## config.mk

```make
export PLATFORM = sky130hd
export DESIGN_NAME = pals_cell
export DESIGN_NICKNAME = d
export VERILOG_FILES = /design/src/rtl/core/pals_pkg.sv /design/src/rtl/core/pals_cell.sv
export SDC_FILE = /design/constraint.sdc
export NUM_CORES = 1
export LEC_CHECK = 0
export CORE_AREA = 2 2 115 117
export DETAILED_ROUTE_END_ITERATION = 6
export DIE_AREA = 0 0 117 119
export DONT_BUFFER_PORTS = 1
export PLACE_DENSITY = 0.46
export SLEW_MARGIN = 10
export SYNTH_ARGS = -nofsm -noshare
export SYNTH_HDL_FRONTEND = slang
export SYNTH_SLANG_ARGS = --single-unit
```

## constraint.sdc

```tcl
create_clock -name i_clk -period 8.1 [get_ports i_clk]
set_input_delay 1.62 -clock i_clk [delete_from_list [all_inputs] [get_ports i_clk]]
set_output_delay 1.62 -clock i_clk [all_outputs]
set_load 0.05 [all_outputs]
```

## src/rtl/core/pals_pkg.sv

```systemverilog
// Package for the polyline arc-length sampler.
// Sizes, request and status codes, controller states and the cell control struct.
// No dependencies.
package pals_pkg;

    localparam int MAX_V = 64;
    localparam int IDX_W = $clog2(MAX_V);
    localparam int CNT_W = $clog2(MAX_V + 1);

    localparam logic [38:0] LEN_MAX = {39{1'b1}};
    localparam logic [16:0] ONE_Q16 = 17'd65536;

    localparam logic [1:0] OP_CLEAR  = 2'd0;
    localparam logic [1:0] OP_APPEND = 2'd1;
    localparam logic [1:0] OP_QUERY  = 2'd2;
    localparam logic [1:0] OP_RSVD   = 2'd3;

    localparam logic [1:0] ST_OK    = 2'd0;
    localparam logic [1:0] ST_EMPTY = 2'd1;
    localparam logic [1:0] ST_FULL  = 2'd2;

    typedef enum logic [3:0] {
        S_IDLE,
        S_APP_SQ,
        S_APP_SQRT,
        S_APP_WR,
        S_Q_MUL,
        S_Q_WALK,
        S_Q_DIV,
        S_Q_LERPX,
        S_Q_LERPY,
        S_FIN
    } t_state;

    typedef struct packed {
        logic shift;
        logic wr;
    } t_ctl;

endpackage

```

## src/rtl/core/pals_cell.sv

```systemverilog
// One vertex cell of the rotating store: x, y and the length of the segment ending here.
// Depends on pals_pkg.
module pals_cell (
    input  logic               i_clk,
    input  pals_pkg::t_ctl     i_ctl,
    input  logic               i_sel,
    input  logic signed [31:0] i_nx,
    input  logic signed [31:0] i_ny,
    input  logic        [32:0] i_nlen,
    input  logic signed [31:0] i_wx,
    input  logic signed [31:0] i_wy,
    input  logic        [32:0] i_wlen,
    output logic signed [31:0] o_x,
    output logic signed [31:0] o_y,
    output logic        [32:0] o_len
);

    logic signed [31:0] r_x;
    logic signed [31:0] r_y;
    logic        [32:0] r_len;

    always_ff @(posedge i_clk) begin
        if (i_ctl.wr && i_sel) begin
            r_x   <= i_wx;
            r_y   <= i_wy;
            r_len <= i_wlen;
        end else if (i_ctl.shift) begin
            r_x   <= i_nx;
            r_y   <= i_ny;
            r_len <= i_nlen;
        end
    end

    assign o_x   = r_x;
    assign o_y   = r_y;
    assign o_len = r_len;

endmodule

```

* Word level (Yosys, flattened, before mapping)
Index checks and enable logic that the tools add are counted.
** Storage, ports and cells
- Register bits :: 97
- Bits of input ports :: 198
- Output and inout port bits :: 97
- Word-level logic and storage cells :: 11
** Operators by class
- Muxes and demuxes :: 6
- Reductions and logical operators :: 2
** Operator list (count)
- 32-bit 2-to-1 mux :: 4
- 33-bit 2-to-1 mux :: 2
- 2-bit nonzero test :: 1
- 1-bit logical AND :: 1

* Logic depth before layout (Yosys ltp)
- Depth after elaboration :: 2
- Gate-level depth with buffers :: 4
- Mapped depth without buffers :: 2

* Worst setup path before layout
OpenSTA, ideal clock, no wires.
- Kind :: input-to-reg
- Start :: in i_ctl[0] (netlist bit)
- End :: reg r_len[0] (netlist: o_len[0]), enable pin
- Setup time :: 0.472 ns
- Data arrival time :: 4.215 ns
- Data required time :: 7.628 ns
- Path slack :: 3.413 ns
- Stages on the path :: 4
- Buffers on the path :: 2
- Path through :: nand2_2 buf_6 buf_6 nand2b_1
** Between the ends
- Word-level cells in the longest chain between the ends :: 2
** Ends and longest elaborated chain
- start: declaration :: RTL line pals_cell.sv:5 : input pals_pkg::t_ctl i_ctl,
- 1-bit logical AND :: RTL line pals_cell.sv:23 : if (i_ctl.wr && i_sel) begin
- 2-bit nonzero test (no line)
- end signal: assignment :: RTL line pals_cell.sv:26 : r_len <= i_wlen;
- end signal: assignment :: RTL line pals_cell.sv:30 : r_len <= i_nlen;
- end: declaration :: RTL line pals_cell.sv:20 : logic [32:0] r_len;
No other way between the ends.
A chain may end at the register's enable or synchronous reset.

* Final worst setup path
- Start :: in i_ctl[0] (netlist bit)
- End :: reg r_len[24] (netlist: o_len[24]), enable pin
The elaborated chain is that of the path after synthesis.

==> results by stage <==
Logic synthesis:
- The area share of the largest cell type after synthesis is 0.701.
- Synthesis inferred between 90 and 100 register bits.
- The netlist uses 7 different library cells.
- The net count of the mapped netlist is slightly above 400.
- The share of the Yosys chip area taken by registers is 0.701.
- sky130_fd_sc_hd__edfxtp_1 takes more of the synthesized area than any other cell.
- After synthesis the cells add up to ~4200 um^2.
- The count of synthesis-stage warnings from yosys is 0.
- Ranked by total cell area, the synthesized netlist is headed by sky130_fd_sc_hd__edfxtp_1 (70%), sky130_fd_sc_hd__mux2_2 (21%), sky130_fd_sc_hd__mux2_4 (6.9%), sky130_fd_sc_hd__buf_2 (0.84%), sky130_fd_sc_hd__buf_6 (0.81%).
- A synthesized cell averages around 20 um^2.
- The number of standard cells after synthesis is slightly above 200.

CTS:
- The post-cts repair resize count is 0.
- The H-tree level count is 3.
- The longest clock path from root to sink contains 2 buffers.
- After clock tree synthesis, the flow added hold-fix buffers numbering 0.
- Counting every sink on the clock net gives 97.
- The number of buffers added for setup after CTS is 0.
- The number of buffers created by CTS is 9.
- Clock-pin slew was measured on the worst setup and hold paths at approximately 0.070 ns.
- The clock tree from TritonCTS is done.
- In this run the clock root is driven by a sky130_fd_sc_hd__clkbuf_16.

Floorplan:
- The initial utilization of the core area, before any placement, comes to 0.323.
- Measured along the x axis, the die boundary spans about 120 um.
- The floorplan step defined a core boundary enclosing roughly 13,000 um^2.
- Measured along the y axis, the die boundary spans between 100 and 150 um.
- The area of the die is between 10,000 and 15,000 um^2.
- Row generation in the floorplan step produced between 40 and 50 rows.
- The number of placed I/O pins is a little under 300.

Global routing:
- The largest net degree at the start of global routing is 52.
- The number of global-route vias before repair is 2,030.
- Across every metal layer, demand over resource in global routing totals 0.115.
- The met3 demand-to-capacity share in global routing is 0.0606.
- In the global route stage, met2 resource usage came out at 0.197.
- After global routing the overflow that remains totals 0.
- The met1 global-route usage is 0.117.
- The number of antenna violations at the first check in global routing is 0.
- The first-pass GRT wire length is roughly 11 mm.
- The busiest metal layer after global routing is met2.

Detailed routing:
- For this block, the initial DRC count from the detailed router was ~130.
- The residual antenna-violating net count after detailed routing is 0.
- The number of search-and-repair iterations in the first detailed-routing pass is 2.
- After detailed routing, the number of vias per cell comes to 4.82.
- Wires add up to around 8.4 mm.
- The DRC violations left is 0.
- The number of vias after detailed routing is between 1.5k and 2k.
- The final routed wire length divided by cell count is approximately 22 um.

Power and ir drop:
- The power density over the cells is 285 nW/um^2.
- Across the VDD grid, the largest voltage drop is 0.0864 mV.
- Power comes to 1.31 mW.
- The reported leakage power is ~1.6 nW.

Critical path:
- The highest cell delay on the worst timing path is 0.66 ns.
- The startpoint-to-endpoint class of the critical path is in2reg.
- The data required time at the worst endpoint is 8.07 ns.
- Along the worst path, the maximum fanout reaches a little over 50.
- At the worst endpoint, the arrival time is around 3.4 ns.
- Traced cell by cell, the critical path runs through nand2_4 > nand2b_4 > buf_4.
- The worst setup path is captured at a flip-flop.
- The master of the slowest instance on the critical path is sky130_fd_sc_hd__nand2b_4.
- The worst setup path is launched from an input port.

Cells and area:
- The repair_antennas step left the layout with diodes totalling 0.
- The area overhead of the layout relative to synthesis is 10.9%.
- Leaving out fill and tap cells, the most frequent cell in the layout is sky130_fd_sc_hd__edfxtp_1.
- In the layout the commonest cells are sky130_fd_sc_hd__edfxtp_1 (97), sky130_fd_sc_hd__mux2_2 (78), sky130_fd_sc_hd__mux2_4 (19), sky130_fd_sc_hd__clkbuf_16 (9).
- For this run, the share of the core covered by cells in the final layout is 0.358.
- The fill cell instance count of the final layout is around 1.2k.
- The final instance area is approximately 4600 um^2.
- The sequential cells in the finished layout cover a total of around 3000 um^2.
- The final net count is roughly 400.
- The multi-input combinational cell area is 1190 um^2.
- Of the cells placed in the final design, the portion with a size suffix greater than 1 is 0.537.

Flow run:
- The max capacitance violation total is 0.

Place:
- After detailed placement, the total cell area comes to approximately 4300 um^2.
- The half-perimeter wire length of the detailed placement result is approximately 6.3 mm.
- The count of input and output buffers is 0.
- The global placer's final weighted congestion is just over 0.7.

STA:
- For this run, the top clock speed supported by timing is a little under 300 MHz.
- The final max-slew violation count was 0.
- The smallest clock period supported by the final layout is computed as ~3.4 ns.
- Headroom to the max-slew limit came out at 0.527.
- The sum of negative setup slack is 0 ns.
- The count of final hold-check violations is 0.
- The slew of the pin with the lowest slew margin is between 0.7 and 0.8 ns.
- The count of endpoints failing setup in the final report is 0.
- Setup repair after global routing left no endpoint under its margin.
- The final cycle utilization of the critical path is 0.418.

Min path:
- The worst hold path belongs to the class in2reg.

Run status:
- The flow ran to the end, and the final reports show no timing, DRC or antenna violations.
-- power by group --
part | total [mW] | switching, mW | internal (mW) | leakage [nW]
Sequential | 0.852 | 0.225 | 0.626 | 0.969
Clock | 0.390 | 0.179 | 0.211 | 0.134
Combinational | 0.0721 | 0.0318 | 0.0403 | 0.516
-- cells by family (layout without fill, tap and decap cells) --
logic type,Yosys count,after routing,share of synthesized area
buffers and inverters,10,18,0.0165
flip-flops,97,97,0.701
multiplexers,97,97,0.280
AND/OR/NAND/NOR,2,2,0.00301
-- through the flow --
| step | std cells | worst slack, ns | hold WS [ns] |
|---|---|---|---|
| after floorplan | 206 | 3.41 | 1.84 |
| final | 390 | 4.72 | 1.50 |
| after CTS | 390 | 4.66 | 1.48 |
| after global routing | 390 | 4.50 | 1.47 |
| after detailed placement | 374 | 4.31 | 1.84 |
| after global placement | 374 | 4.36 | 1.84 |
-- flip-flops by register name (all words and copies together), names as in the netlist --
register and count:
o_x 32, o_len 33, o_y 32
-- cell type report --
class                           instances  area share
Clock buffer                           11      0.0505
Clock inverter                          5     0.00869
Multi-Input combinational cell         99       0.258
Sequential cell                        97       0.632
Tap cell                              176      0.0478
Timing Repair Buffer                    2     0.00326
-- Yosys cell counts --
| cell type | instances |
|---|---|
| sky130_fd_sc_hd__edfxtp_1 | 97 |
| sky130_fd_sc_hd__mux2_2 | 78 |
| sky130_fd_sc_hd__mux2_4 | 19 |
| sky130_fd_sc_hd__buf_2 | 7 |
| sky130_fd_sc_hd__buf_6 | 3 |
| sky130_fd_sc_hd__nand2_2 | 1 |
| sky130_fd_sc_hd__nand2b_1 | 1 |
-- final timing paths --
| path | start | end | slack [ns] | depth (start not counted) |
|---|---|---|---|---|
| hold / removal | i_nx[21] | o_x[21]$_DFFE_PP_ | 1.50 | 1 |
| setup / recovery | i_ctl[0] | o_len[24]$_DFFE_PP_ | 4.72 | 3 |
-- critical path: cells and delay by family --
family	cells	cell delay, ns
simple gates	2	1.00
buf+inv	1	0.63
-- routing by layer --
layer | part of all wire | up-vias
met2 | 0.51 | 176
met1 | 0.35 | 885
met3 | 0.12 | 5
li1 | - | 815
met5 | 0 | -
met4 | 0.014 | 0
Note: power is estimated with default switching activity, not from simulation.
